### src/hw/rtl/rsi_pkg.sv
// Shared widths, register indexes and latency functions for the ray/sphere intersect core.
`timescale 1ns / 1ps

package rsi_pkg;

    localparam int COORD_W    = 32;
    localparam int DIFF_W     = 33;
    localparam int M1_W       = 66;
    localparam int QUAD_W     = 68;
    localparam int DISC_W     = 136;
    localparam int ROOT1_W    = 68;
    localparam int NUM_W      = 86;
    localparam int DIVA_W     = 64;
    localparam int T_W        = 87;
    localparam int PROD3_W    = 120;
    localparam int NRM_W      = 121;
    localparam int NSQ_W      = 242;
    localparam int SUM_W      = 244;
    localparam int LEN_W      = 122;
    localparam int NDIV_W     = 135;
    localparam int NQ_W       = 15;
    localparam int NOUT_W     = 16;
    localparam int DIST_W     = 32;
    localparam int RAD_W      = 31;
    localparam int CFG_IDX_W  = 3;
    localparam int CFG_DATA_W = 32;
    localparam int IN_W       = 6 * COORD_W;
    localparam int OUT_W      = DIST_W + 3 * NOUT_W;

    localparam int DEF_W      = 32;
    localparam int DEF_DEPTH  = 1;

    localparam logic [RAD_W-1:0] RADIUS_RESET  = RAD_W'(65536);
    localparam logic [RAD_W-1:0] MIN_DIST_RESET = RAD_W'(66);

    typedef enum logic [CFG_IDX_W-1:0] {
        REG_CENTER_X = 3'd0,
        REG_CENTER_Y = 3'd1,
        REG_CENTER_Z = 3'd2,
        REG_RADIUS   = 3'd3,
        REG_MIN_DIST = 3'd4
    } cfg_reg_t;

    function automatic int mul_lat(input int aw, input int bw);
        return ((aw + 31) >> 5) * ((bw + 31) >> 5) + 2;
    endfunction

    function automatic int sqrt_lat(input int w);
        return w >> 1;
    endfunction

    function automatic int div_lat(input int qw);
        return qw + 2;
    endfunction

endpackage

### src/hw/rtl/rsi_delay.sv
// Stall-aware delay line that carries side data alongside the arithmetic units.
`timescale 1ns / 1ps

module rsi_delay
    import rsi_pkg::*;
#(
    parameter int W     = DEF_W,
    parameter int DEPTH = DEF_DEPTH
)
(
    input  logic         clk,
    input  logic         en,
    input  logic [W-1:0] din,
    output logic [W-1:0] dout
);

    logic [W-1:0] line_reg [DEPTH];

    always_ff @(posedge clk)
    begin
        if (en)
        begin
            line_reg[0] <= din;
            for (int k = 1; k < DEPTH; k++)
            begin
                line_reg[k] <= line_reg[k-1];
            end
        end
    end

    assign dout = line_reg[DEPTH-1];

endmodule

### config.mk
export PLATFORM = sky130hd
export DESIGN_NAME = rsi_delay
export DESIGN_NICKNAME = d
export VERILOG_FILES = /design/src/hw/rtl/rsi_pkg.sv /design/src/hw/rtl/rsi_delay.sv
export SDC_FILE = /design/constraint.sdc
export NUM_CORES = 1
export LEC_CHECK = 0
export BUFFER_PORTS_ARGS = -buffer_cell sky130_fd_sc_hd__clkbuf_2
export CORE_MARGIN = 2
export CORE_UTILIZATION = 35
export DETAILED_ROUTE_END_ITERATION = 6
export MAX_ROUTING_LAYER = met4
export PLACE_DENSITY = 0.75
export SLEW_MARGIN = 15
export SYNTH_ARGS = -nofsm -noshare
export SYNTH_HDL_FRONTEND = slang
export SYNTH_SLANG_ARGS = --single-unit
### constraint.sdc
create_clock -name clk -period 0.8 [get_ports clk]
set_input_delay 0.08 -clock clk [delete_from_list [all_inputs] [get_ports clk]]
set_output_delay 0.08 -clock clk [all_outputs]
set_load 0.005 [all_outputs]
==> metrics.csv <==
metric,value,unit
cts.sinks,32,
synth_top_area_share,100,%
yosys_register_bits,32,
grt_setup_unrepaired,true,
worst_path_max_delay_cell,edfxtp_1,
start_util,37.8,%
setup_ws,-0.119,ns
layoutNonFillerInstCount,168,
power,3.20,mW
htree_levels,2,
multi_input_area,0,µm²
layout-drive-gt1-share,52.2,%
grt_pass1_wl,3650,µm
avgSynthCellArea,30.0,µm²
ys_seq_area_share,100,%
p_leak,0.762,nW
cap_violations,0,
synth_area,961,µm²
slew_headroom,91.9,%
fp.coreArea,2540,µm²
syn_to_final_growth,79.9,%
path_cells,clkbuf_2,
num-multi-input-gates,0,
tritoncts,yes,
netlist-cell-type-count,1,
diodes,0,
worstPathArrival,0.84,ns
yosysTopAreaCell,edfxtp_1,
ys.flop_type,edfxtp_1,
dp_cells,129,
period_share,115,%
drt.antenna.violating_nets,0,
crit_start,line_reg[0][29]$_DFFE_PP_,
violations,setup timing,
fin_area,1730,µm²
syn_inst,32,
largest_reg_flops,32,
holdCritStartpoint,en,
die-height,56.4,µm
peakVddDrop,1.32,mV
vias_per_cell,4.43,
die_x,56.4,µm
wire_per_inst,13.7,µm
pre_cts_ws,0.0946,ns
critPathBufInv,1,
post-synth-top-count-cell,edfxtp_1,
clkTransAtPathRegs,0.09,ns
post_dp_cell_area,1360,µm²
vias,745,
crit_fanout,1,
hold_path.class,in -> reg,
track_usage,16.4,%
clock_path_buffers,2,
fmax,1090,MHz
cp.required,0.72,ns
grt_max_degree,21,
antenna_found_initial,0,
crit_cells,1,
yosysWarnings,0,
hold_viol_final,0,
cpLargestDelayFamily,flip-flops,
drc,0,
postCtsSetupRepairBufs,0,
cp-start-kind,register,
nets,172,
gp_congestion,0.762,
synth_commonest_cells,edfxtp_1,
io_pins,66,
ys_top_cells_by_area,edfxtp_1,
drtIter0Drc,12,
dieArea,3180,µm²
criticalPathCategory,reg -> out,
finalCriticalPeriod,0.919,ns
grt_overflow_total,0,
synth_edf_count,32,
status,finished with violations,
slowest_delay,0.39,ns
dr.pass1.iters,4,
slew_viol_final,0,
cts_buffers,5,
drt-total-wl,2310,µm
io_buffers,65,
p_per_area,1850,nW/µm²
async_flop_share,0,%
cts-root-buf,clkbuf_4,
hold_ws,0.176,ns
rows,18,
whs_path_depth,2,
setup_viol,32,
grt_pass1_vias,826,
syn_nets,66,
end_kind,output port,
worst_pin_slew,0.122,ns
-- where the power goes --
| group | internal (mW) | switching, mW | leakage (nW) |
|---|---|---|---|
| clock | 0.306 | 0.470 | 0.0261 |
| combinational | 0.256 | 0.147 | 0.422 |
| sequential | 1.99 | 0.0360 | 0.313 |
-- area by class of cell --
class                 count  area (µm²)
Clock inverter            2        7.51
Clock buffer              5        37.5
Tap cell                 30        37.5
Timing Repair Buffer     99         686
Fill cell               193         816
Sequential cell          32         961
-- routing by layer --
| layer | routed length, µm | GRT usage [%] | part of all wire (%) |
|---|---|---|---|
| met1 | 704 | 14.2 | 30 |
| met2 | 1360 | 29.1 | 59 |
| met3 | 149 | 5.76 | 6.5 |
| met4 | 96 | 11.2 | 4.2 |
| met5 | 0 | - | 0 |
-- timing repair --
| action | CTS | global route |
|---|---|---|
| endpoints found under the setup margin | 32 | 32 |
| hold buffers | 32 | 0 |
| endpoints found under the hold margin | 32 | 0 |
| resized for setup | 0 | 1 |
-- logic make-up after synthesis --
group / share of synthesized area (%)
DFF: 100
-- path summary, 6_finish.rpt --
kind	endpoint
max	dout[29]
min	line_reg[0][31]$_DFFE_PP_
-- per-stage QoR --
stage	util (%)	setup TNS, ns
2_1_floorplan	-	0
3_3_place_gp	53.6	0
3_5_place_dp	53.6	0
4_1_cts	67.9	-3.64
5_1_grt	67.9	-4.27
6_report	67.9	-2.92
-- layout by cell type, fill, tap and decap left out, drive strengths merged --
master	Yosys	layout
clkinv	0	2
edfxtp	32	32
clkbuf	0	69
dlygate4sd3	0	32
buf	0	3
No activity file was read; power rests on OpenSTA's default activity.
