<file path="src/hw/rtl/rsi_pkg.sv">
// Shared widths, register indexes and latency functions for the ray/sphere intersect core.
`timescale 1ns / 1ps

package rsi_pkg;

    localparam int COORD_W    = 32;
    localparam int DIFF_W     = 33;
    localparam int M1_W       = 66;
    localparam int QUAD_W     = 68;
    localparam int DISC_W     = 136;
    localparam int ROOT1_W    = 68;
    localparam int NUM_W      = 86;
    localparam int DIVA_W     = 64;
    localparam int T_W        = 87;
    localparam int PROD3_W    = 120;
    localparam int NRM_W      = 121;
    localparam int NSQ_W      = 242;
    localparam int SUM_W      = 244;
    localparam int LEN_W      = 122;
    localparam int NDIV_W     = 135;
    localparam int NQ_W       = 15;
    localparam int NOUT_W     = 16;
    localparam int DIST_W     = 32;
    localparam int RAD_W      = 31;
    localparam int CFG_IDX_W  = 3;
    localparam int CFG_DATA_W = 32;
    localparam int IN_W       = 6 * COORD_W;
    localparam int OUT_W      = DIST_W + 3 * NOUT_W;

    localparam int DEF_W      = 32;
    localparam int DEF_DEPTH  = 1;

    localparam logic [RAD_W-1:0] RADIUS_RESET  = RAD_W'(65536);
    localparam logic [RAD_W-1:0] MIN_DIST_RESET = RAD_W'(66);

    typedef enum logic [CFG_IDX_W-1:0] {
        REG_CENTER_X = 3'd0,
        REG_CENTER_Y = 3'd1,
        REG_CENTER_Z = 3'd2,
        REG_RADIUS   = 3'd3,
        REG_MIN_DIST = 3'd4
    } cfg_reg_t;

    function automatic int mul_lat(input int aw, input int bw);
        return ((aw + 31) >> 5) * ((bw + 31) >> 5) + 2;
    endfunction

    function automatic int sqrt_lat(input int w);
        return w >> 1;
    endfunction

    function automatic int div_lat(input int qw);
        return qw + 2;
    endfunction

endpackage

</file>
<file path="src/hw/rtl/rsi_sqrt.sv">
// Pipelined restoring floor square root, one root bit per stage.
`timescale 1ns / 1ps

module rsi_sqrt
    import rsi_pkg::*;
#(
    parameter int W = DEF_W
)
(
    input  logic           clk,
    input  logic           en,
    input  logic [W-1:0]   x,
    output logic [W/2-1:0] r
);

    localparam int HW = W / 2;
    localparam int RW = HW + 2;

    logic [RW-1:0] rem_reg  [1:HW];
    logic [HW-1:0] root_reg [1:HW];
    logic [W-1:0]  xs_reg   [1:HW];

    for (genvar k = 1; k <= HW; k++)
    begin : g_stage
        logic [RW-1:0]   rem_in;
        logic [HW-1:0]   root_in;
        logic [W-1:0]    xs_in;
        logic [RW+1:0]   cur;
        logic [RW+1:0]   trial;
        logic            ge;

        if (k == 1)
        begin : g_first
            assign rem_in  = '0;
            assign root_in = '0;
            assign xs_in   = x;
        end
        else
        begin : g_next
            assign rem_in  = rem_reg[k-1];
            assign root_in = root_reg[k-1];
            assign xs_in   = xs_reg[k-1];
        end

        always_comb
        begin
            cur   = {rem_in, xs_in[W-1 -: 2]};
            trial = {2'b00, root_in, 2'b01};
            ge    = (cur >= trial);
        end

        always_ff @(posedge clk)
        begin
            if (en)
            begin
                rem_reg[k]  <= ge ? RW'(cur - trial) : RW'(cur);
                root_reg[k] <= {root_in[HW-2:0], ge};
                xs_reg[k]   <= {xs_in[W-3:0], 2'b00};
            end
        end
    end

    assign r = root_reg[HW];

endmodule

</file>
<file path="config.mk">
export PLATFORM = sky130hd
export DESIGN_NAME = rsi_sqrt
export DESIGN_NICKNAME = d
export VERILOG_FILES = /design/src/hw/rtl/rsi_pkg.sv /design/src/hw/rtl/rsi_sqrt.sv
export SDC_FILE = /design/constraint.sdc
export NUM_CORES = 1
export LEC_CHECK = 0
export BUFFER_PORTS_ARGS = -buffer_cell sky130_fd_sc_hd__buf_2
export CORE_MARGIN = 1.5
export CORE_UTILIZATION = 35
export DETAILED_ROUTE_END_ITERATION = 7
export PLACE_DENSITY_LB_ADDON = 0.15
export REMOVE_ABC_BUFFERS = 1
export SLEW_MARGIN = 20
export SYNTH_ARGS = -nofsm -noshare
export SYNTH_HDL_FRONTEND = slang
export SYNTH_SLANG_ARGS = --single-unit
</file>
<file path="constraint.sdc">
create_clock -name clk -period 3.5 [get_ports clk]
set_clock_uncertainty 0.1 [all_clocks]
set_input_delay 0.35 -clock clk [delete_from_list [all_inputs] [get_ports clk]]
set_output_delay 0.35 -clock clk [all_outputs]
set_load 0.02 [all_outputs]
</file>
==> reports/qor.csv <==
stage,metric,value,unit
run_status,status,"finished, final reports clean",
setup_path,startpoint,rem_reg[0][132]$_DFFE_PP_,
synthesis,ys_ff_latch,626,
setup_path,endpoint_kind,register,
min_path,hp-class,in -> reg,
clock_tree,clock_path_buffers,3,
setup_path,path_class,reg -> reg,
route,route.met2.wl,24700,um
pwr,p_leak,12.7,nW
placed_design,dp.final_hpwl,38600,um
floorplan,start_util,0.354,
clock_tree,cts_tree,built,
route,antenna_left,0,
setup_path,timing.rr.start,rem_reg[0][132]$_DFFE_PP_,
route,drtIter0Drc,1178,
floorplan,die_x,291,um
global_routing,grt_pass1_wl,86600,um
global_routing,grt_pass1_vias,16600,
clock_tree,insertion_delay,0.60,ns
synthesis,yosysUniqueCellTypes,75,
placed_design,placed_cell_area,0.0309,mm^2
finish,antennaDiodeCount,0,
clock_tree,cts_max_level,3,
finish,drive_gt1_frac,0.105,
finish,nNetsFinal,2529,
finish,synthToLayoutAreaGrowth,16.0,%
route,dr_wl_met3,2450,um
global_routing,grt_usage,0.125,
global_routing,overflow,0,
route,wl_met1,25300,um
route,drc,0,
route,via_count,17100,
clock_tree,root_buffer,clkbuf_16,
sta,tightest_slew,0.794,ns
finish,largest_reg_flops,250,
synthesis,postSynth.asyncResetShare,0,
sta,period_minus_slack,3.20,ns
sta,hold_violations,0,
floorplan,core_area,0.0821,mm^2
synthesis,netlist_instances,2177,
sta,fmax,313,MHz
synthesis,synth-seq-area-share,0.647,
clock_tree,cts_num_sinks,626,
route,firstDrtPassIters,5,
sta,report.final.slew_viol_count,0,
global_routing,antenna_found_initial,0,
finish,final_area,0.0337,mm^2
floorplan,die_h,291,um
clock_tree,clk_pin_slew,0.06,ns
synthesis,synth-main-ff-cell,edfxtp_1,
synthesis,syn_area_per_cell,13.3,um^2
synthesis,synth_enable_flop_cells,626,
pwr,peakVddDrop,0.379,mV
route,via_per_inst,4.93,
floorplan,dieArea,0.0847,mm^2
route,highest_layer,met4,
setup_path,setup.worst_path.start_class,register,
setup_path,path_max_fanout,10,
setup_path,cp_data_required_time,3.73,ns
sta,setup_tns,0,ns
sta,max_slew_margin,0.457,
finish,final_common_cell,edfxtp_1,
sta,setup_viol,0,
route,wl_per_cell,15.5,um
global_routing,grt_max_degree,93,
placed_design,io_buffers,49,
clock_tree,cts_made_buffers,72,
sta,post-route-period-util,0.913,
pwr,power.density,598,mW/mm^2
placed_design,gp_congestion,0.892,
sta,rsz0062_at_grt,no,
run,maxCapViolCount,0,
floorplan,num_rows,105,
route,wirelength,53800,um
setup_path,critPathArrivalTime,3.42,ns
synthesis,yosysWarnings,0,
finish,layout_common_cells,"626 x edfxtp_1, 190 x inv_1, 153 x ha_1",
min_path,min_from,en,
synthesis,syn-cell-area,0.0290,mm^2
floorplan,io_pins,50,
[cell usage after synthesis, types with 4 or more instances]
library cell,count,share of area
xor2_1,70,0.021
nor2_1,152,0.020
mux2i_1,8,0.0028
a211o_1,6,0.0018
mux2_2,32,0.012
a31oi_1,6,0.0013
and3_1,8,0.0017
a31o_2,5,0.0015
o2111ai_1,4,0.0012
o221ai_1,4,0.0012
mux2_4,6,0.0031
nor3_1,63,0.011
o21a_1,30,0.0078
o21ai_0,90,0.016
nand4b_1,5,0.0015
o211ai_1,16,0.0041
inv_1,190,0.025
a22oi_1,4,0.0010
nand4_1,23,0.0050
or3_1,32,0.0069
nor4_1,29,0.0062
o21bai_1,16,0.0041
o31a_1,4,0.0012
o22ai_1,5,0.0011
nand3b_1,5,0.0013
ha_1,153,0.066
a21oi_1,128,0.022
a21boi_0,8,0.0021
nand2_1,90,0.012
or2_2,9,0.0019
a211oi_1,18,0.0047
xnor2_1,114,0.034
or4_1,11,0.0028
nor2b_1,12,0.0026
clkbuf_1,23,0.0030
nor3b_1,4,0.0010
a21o_1,28,0.0072
o311ai_0,4,0.0012
and2_1,5,0.0011
nand3_1,40,0.0069
edfxtp_1,626,0.65
o31ai_1,19,0.0049
nand2b_1,28,0.0060
[metrics by stage]
stage,worst slack (ns),util,hold WS (ns),cells,total power [mW]
finish,0.304,0.410,0.105,3470,20.2
global route,0.193,0.410,0.106,3470,21.1
floorplan,0.127,-,0.300,2148,11.7
global placement,0.370,0.377,0.300,3305,12.6
CTS,0.283,0.410,0.0880,3470,20.5
detailed placement,0.320,0.377,0.305,3305,12.7
[path summary, 6_finish.rpt]
check | endpoint | slack, ns | depth (start not counted)
hold / removal | xs_reg[0][30]$_DFFE_PP_ | 0.10 | 1
hold reg to reg | xs_reg[0][236]$_DFFE_PP_ | 0.31 | 0
setup reg to reg | rem_reg[0][152]$_DFFE_PP_ | 0.30 | 7
setup / recovery | rem_reg[0][152]$_DFFE_PP_ | 0.30 | 7
[power by group]
| part | switching, mW | internal, mW | total (mW) |
|---|---|---|---|
| Sequential | 0.461 | 9.25 | 9.71 |
| Combinational | 1.58 | 1.28 | 2.86 |
| Clock | 3.03 | 4.56 | 7.59 |
[kinds of logic after synthesis]
logic type | count (synthesis) | share of synthesized area
DFF | 626 | 0.647
xor gates and xnor gates | 184 | 0.0555
AOI/OAI and AO/OA | 414 | 0.0902
adders and majority gates | 153 | 0.0659
muxes | 46 | 0.0183
buffers and inverters | 220 | 0.0288
and+or+nand+nor | 533 | 0.0937
other | 1 | 0.000129
[repair_timing]
action,CTS,global route
hold buffers,33,0
setup buffers,0,0
hold endpoints to repair,33,0
resized for setup,0,0
[critical path, cell delays in order, from the launching register on]
cell and delay (ns):
edfxtp_1 0.40, ha_1 0.25, or4_4 0.45, or3_4 0.36
or3_4 0.35, or3_4 0.45, nor2_8 0.24, mux2_4 0.32
[cell type report]
class	count	area (um^2)
fillers	7625	48400
flip-flops and latches	626	18800
clock buffers	82	1840
clock inverters	50	573
well taps	1070	1340
multi-input cells	1331	9400
repair buffers	120	1020
inverters	191	717
[layer usage]
metal	up-vias	global-route usage
met1	8194	0.170
li1	8467	-
met4	0	0.0465
met5	-	0
met2	341	0.199
met3	94	0.0234
No activity file was read; power rests on OpenSTA's default activity.
