$ cat src/hw/rtl/rsi_pkg.sv
// Shared widths, register indexes and latency functions for the ray/sphere intersect core.
`timescale 1ns / 1ps

package rsi_pkg;

    localparam int COORD_W    = 32;
    localparam int DIFF_W     = 33;
    localparam int M1_W       = 66;
    localparam int QUAD_W     = 68;
    localparam int DISC_W     = 136;
    localparam int ROOT1_W    = 68;
    localparam int NUM_W      = 86;
    localparam int DIVA_W     = 64;
    localparam int T_W        = 87;
    localparam int PROD3_W    = 120;
    localparam int NRM_W      = 121;
    localparam int NSQ_W      = 242;
    localparam int SUM_W      = 244;
    localparam int LEN_W      = 122;
    localparam int NDIV_W     = 135;
    localparam int NQ_W       = 15;
    localparam int NOUT_W     = 16;
    localparam int DIST_W     = 32;
    localparam int RAD_W      = 31;
    localparam int CFG_IDX_W  = 3;
    localparam int CFG_DATA_W = 32;
    localparam int IN_W       = 6 * COORD_W;
    localparam int OUT_W      = DIST_W + 3 * NOUT_W;

    localparam int DEF_W      = 32;
    localparam int DEF_DEPTH  = 1;

    localparam logic [RAD_W-1:0] RADIUS_RESET  = RAD_W'(65536);
    localparam logic [RAD_W-1:0] MIN_DIST_RESET = RAD_W'(66);

    typedef enum logic [CFG_IDX_W-1:0] {
        REG_CENTER_X = 3'd0,
        REG_CENTER_Y = 3'd1,
        REG_CENTER_Z = 3'd2,
        REG_RADIUS   = 3'd3,
        REG_MIN_DIST = 3'd4
    } cfg_reg_t;

    function automatic int mul_lat(input int aw, input int bw);
        return ((aw + 31) >> 5) * ((bw + 31) >> 5) + 2;
    endfunction

    function automatic int sqrt_lat(input int w);
        return w >> 1;
    endfunction

    function automatic int div_lat(input int qw);
        return qw + 2;
    endfunction

endpackage

$ cat src/hw/rtl/rsi_mul.sv
// Pipelined signed multiplier, one 32x32 partial product per stage.
`timescale 1ns / 1ps

module rsi_mul
    import rsi_pkg::*;
#(
    parameter int AW = DEF_W,
    parameter int BW = DEF_W
)
(
    input  logic                  clk,
    input  logic                  en,
    input  logic signed [AW-1:0]  a,
    input  logic signed [BW-1:0]  b,
    output logic signed [AW+BW-1:0] p
);

    localparam int NA = (AW + 31) / 32;
    localparam int NB = (BW + 31) / 32;
    localparam int NS = NA * NB;
    localparam int FW = 32 * (NA + NB);
    localparam int PW = AW + BW;

    logic [32*NA-1:0] am_reg  [0:NS];
    logic [32*NB-1:0] bm_reg  [0:NS];
    logic [FW-1:0]    acc_reg [0:NS];
    logic             neg_reg [0:NS];
    logic signed [PW-1:0] p_reg;

    logic [AW-1:0] a_abs;
    logic [BW-1:0] b_abs;

    assign a_abs = a[AW-1] ? AW'(-a) : AW'(a);
    assign b_abs = b[BW-1] ? BW'(-b) : BW'(b);

    always_ff @(posedge clk)
    begin
        if (en)
        begin
            am_reg[0]  <= (32*NA)'(a_abs);
            bm_reg[0]  <= (32*NB)'(b_abs);
            acc_reg[0] <= '0;
            neg_reg[0] <= a[AW-1] ^ b[BW-1];
        end
    end

    for (genvar k = 1; k <= NS; k++)
    begin : g_stage
        localparam int I = (k - 1) / NB;
        localparam int J = (k - 1) % NB;
        logic [63:0]   prod;
        logic [FW-1:0] pp;

        always_comb
        begin
            prod = am_reg[k-1][32*I +: 32] * bm_reg[k-1][32*J +: 32];
            pp   = FW'(prod) << (32 * (I + J));
        end

        always_ff @(posedge clk)
        begin
            if (en)
            begin
                am_reg[k]  <= am_reg[k-1];
                bm_reg[k]  <= bm_reg[k-1];
                acc_reg[k] <= acc_reg[k-1] + pp;
                neg_reg[k] <= neg_reg[k-1];
            end
        end
    end

    always_ff @(posedge clk)
    begin
        if (en)
        begin
            p_reg <= neg_reg[NS] ? -$signed(PW'(acc_reg[NS])) : $signed(PW'(acc_reg[NS]));
        end
    end

    assign p = p_reg;

endmodule

$ cat config.mk
export PLATFORM = sky130hd
export DESIGN_NAME = rsi_mul
export DESIGN_NICKNAME = d
export VERILOG_FILES = /design/src/hw/rtl/rsi_pkg.sv /design/src/hw/rtl/rsi_mul.sv
export SDC_FILE = /design/constraint.sdc
export NUM_CORES = 2
export LEC_CHECK = 0
export ABC_AREA = 1
export BUFFER_PORTS_ARGS = -buffer_cell sky130_fd_sc_hd__buf_2
export CELL_PAD_IN_SITES_DETAIL_PLACEMENT = 0
export CELL_PAD_IN_SITES_GLOBAL_PLACEMENT = 1
export CORE_UTILIZATION = 45
export DETAILED_ROUTE_END_ITERATION = 10
export GPL_TIMING_DRIVEN = 0
export HOLD_SLACK_MARGIN = 0.15
export MAX_ROUTING_LAYER = met4
export PLACE_DENSITY_LB_ADDON = 0.1
export SYNTH_ARGS = -nofsm -noshare
export SYNTH_HDL_FRONTEND = slang
export SYNTH_SLANG_ARGS = --single-unit
$ cat constraint.sdc
create_clock -name clk -period 6.25 [get_ports clk]
set_input_delay 0.9375 -clock clk [delete_from_list [all_inputs] [get_ports clk]]
set_output_delay 0.9375 -clock clk [all_outputs]
set_load 0.01 [all_outputs]
==> metrics.md <==
| Metric | Value |
|---|---|
| Status | complete, but fails checks |
| Failing checks | negative setup slack |
| Synth cell count leaders | inv_1 (1876), nand2_1 (1808), fa_1 (896) |
| Post-synthesis compound-gate area fraction | 1.41% |
| Cells on worst reg2reg path | 21 |
| IO Pins | 130 |
| Hold Path Cell Cnt | 0 |
| Max-Cap Viols | 0 |
| Worst-path clk slew | 0.10 ns |
| Yosys warns | 0 |
| Die Area | a little over 100000 µm² |
| Max incr delay on CP | 0.72 ns |
| DR pass1 iterations | 6 |
| Crit path max-delay family | adder cells |
| Via density | 5.16 |
| Slew Viols, Final | 0 |
| Nets | 7615 |
| Dominant cells by area after synthesis | fa_1 (39%), inv_1 (15%), nand2_1 (15%) |
| Area leader, netlist | fa_1 |
| Startpoint Class | flip-flop |
| Crit Path Max Fanout | 10 |
| Synth Area in XOR/XNOR | 2.48% |
| Syn_area_per_cell | 7.65 µm² |
| Clk root buf | clkbuf_16 |
| Largest family of logic cells by synthesized area | adder cells |
| EDFF count, synth | 194 |
| Fin crit share | 109% |
| Worst setup path startpoint | bm_reg[0][1] |
| Hold Crit Class | reg -> reg |
| RR Startpoint | bm_reg[0][1] |
| Clock skew | between 0.03 and 0.04 ns |
| Synth cell types | 38 |
| Htree depth | 4 |
| Largest net degree at the start of global routing | 124 |
| Initial Utilization | 45.6% |
| TritonCTS Sinks | 194 |
| Syn_nets | 7226 |
| Critical path cell sequence | clkbuf_1 > nand2_1 > fa_1 > fa_1 > fa_1 > inv_1 > fa_1 > fa_2 > fa_2 > fa_2 > ha_4 > nand2_4 > inv_2 > nand2_2 > nand2_4 > inv_2 > nand2_4 > inv_2 > nand3_4 > buf_6 > xor2_2 |
| Tmin final | slightly below 7 ns |
| I/O Buffers | 128 |
| CP Depth | 21 |
| Clk_lat worst skew | 0.55 ns |
| Worst hold start | neg_reg[0][0] |
| CTS tree | yes |
| Die Width | 321 µm |
| Share of cells above drive strength 1 | 19.7% |
| Area of the multi-input gates | 35100 µm² |
| Hpwl dp | 156 mm |
| Yosys reg bits | 194 |
| Setup ws final | -0.589 ns |
| Synth Area in Simple Gates | between 10% and 20% |
| Total grt overflow | 0 |
| RSZ-0062 raised after global routing | true |
| Critical path class | reg -> reg |
| Final wirelength | 191 mm |
| Slew margin rel. | 44.8% |
| GRT Resource Usage Total | 38.4% |
| Sequential cell area fraction in the yosys report | roughly an eighth |
| Synth top area share | 39.1% |
| Critical path's most frequent cell | fa_1 |
| Initial DRC count | 3771 |
| Post-CTS Hold Buffers | 0 |
| CTS buffer count | 17 |
| Clk buf depth | 2 |
| Worst Tran Pin Value | around 0.83 ns |
| Area grow syn2layout | 22.0% |
| GP Congestion | 1.04 |
| Synthesized area | 45900 µm² |
| Hold WS | 0.432 ns |
| Final setup vio count | 47 |
| Bufs and invs on worst path | 6 |
| Top-count cell post-synth | inv_1 |
| Worst path required time | 6.54 ns |
| Synth Flop Type | edfxtp_1 |
| Row Count | 116 |
| Core footprint | between 100000 and 150000 µm² |
| Vias in the first global route | 39300 |
| Final Hold Vio Count | 0 |
| First-pass GRT wire length | 269 mm |
| Multiplexer share of the synthesized area | 0% |
| Synth async-reset ratio | 0% |
| Register area | 5830 µm² |
| Routed Antenna Nets | 0 |
| Post-route DRC | 0 |
| Height of the die | 321 µm |
| CP endpoint kind | flip-flop |
| Initial antenna violation count | 9 |
| Syn Inst Count | 5998 |
| Wirelength per Cell | 24.6 µm |
| Via count | 40100 |
| Fmax | 146 MHz |
| Adder-Cell Fraction of Synth Area | between 40% and 50% |
| Slowest CP cell | edfxtp_1 |
| Fill cells | 9738 |
| Arrival @ worst endpoint | 7.13 ns |
what timing repair did:
| item | CTS | global route |
|---|---|---|
| resized for setup | 981 | 465 |
| gates cloned | 3 | 2 |
| pin swaps | 180 | 230 |
| endpoints found under the setup margin | 55 | 53 |
| buffers inserted | 191 | 48 |
| endpoints found under the hold margin | 0 | 0 |
worst register-to-register path, cell delays in order (launching register included):
cell	delay, ns
edfxtp_1	0.72
clkbuf_1	0.51
nand2_1	0.18
fa_1	0.60
fa_1	0.49
fa_1	0.55
inv_1	0.05
fa_1	0.48
fa_2	0.57
fa_2	0.46
fa_2	0.66
ha_4	0.27
nand2_4	0.11
inv_2	0.04
nand2_2	0.07
nand2_4	0.06
inv_2	0.07
nand2_4	0.08
inv_2	0.08
nand3_4	0.19
buf_6	0.21
xor2_2	0.14
placed cells by master (no fill, tap or decap), types with 106 or more instances in the layout:
cell	count
inv_1	1763
nand2_1	1562
fa_1	824
ha_1	214
edfxtp_1	194
buf_4	188
nor2_1	186
nand2_2	152
buf_2	134
xor2_1	107
nand3_1	106
final timing paths:
| kind | to | slack (ns) |
|---|---|---|
| hold / removal | neg_reg[0][1] | 0.43 |
| setup / recovery | acc_reg[0][87] | -0.59 |
| setup reg to reg | acc_reg[0][87] | -0.59 |
| hold reg to reg | neg_reg[0][1] | 0.43 |
per-layer routing:
metal | GRT usage [%] | share of wire [%] | up-vias
met5 | - | 0 | -
met3 | 7.01 | 9.0 | 434
met4 | 18.6 | 5.8 | 0
met1 | 50.8 | 41 | 20100
met2 | 56.9 | 45 | 1814
li1 | - | - | 17700
stage by stage:
stage	util [%]	area, µm²	setup TNS (ns)	setup slack, ns	std cells
2_1_floorplan	-	45900	0	0.00194	5998
3_3_place_gp	47.9	48200	-82.89	-1.98	7483
3_5_place_dp	48.0	48300	-84.76	-2.00	7484
4_1_cts	53.8	54100	-19.81	-0.556	7710
5_1_grt	55.6	55900	-26.27	-0.657	7763
6_report	55.6	56000	-21.51	-0.589	7765
kinds of logic after synthesis:
logic type,count (synthesis)
simple gates,2309
buf+inv,2087
fa+ha+maj,1162
flops,194
xor+xnor,130
compound gates,116
final cells by class:
type                       instances  share of cell area, %
antenna                            8                 0.0358
buffer                           206                   4.78
clock buffer                      17                  0.760
clock inverter                    15                  0.400
inverter                        1880                   12.7
multi-input combinational       3717                   62.7
sequential                       194                   10.4
tap                             1357                   3.03
timing repair buffer             371                   5.16
Power is left out: the tool's default activity adds up to more than one toggle a clock period on the data nets, which glitch-free logic cannot reach.
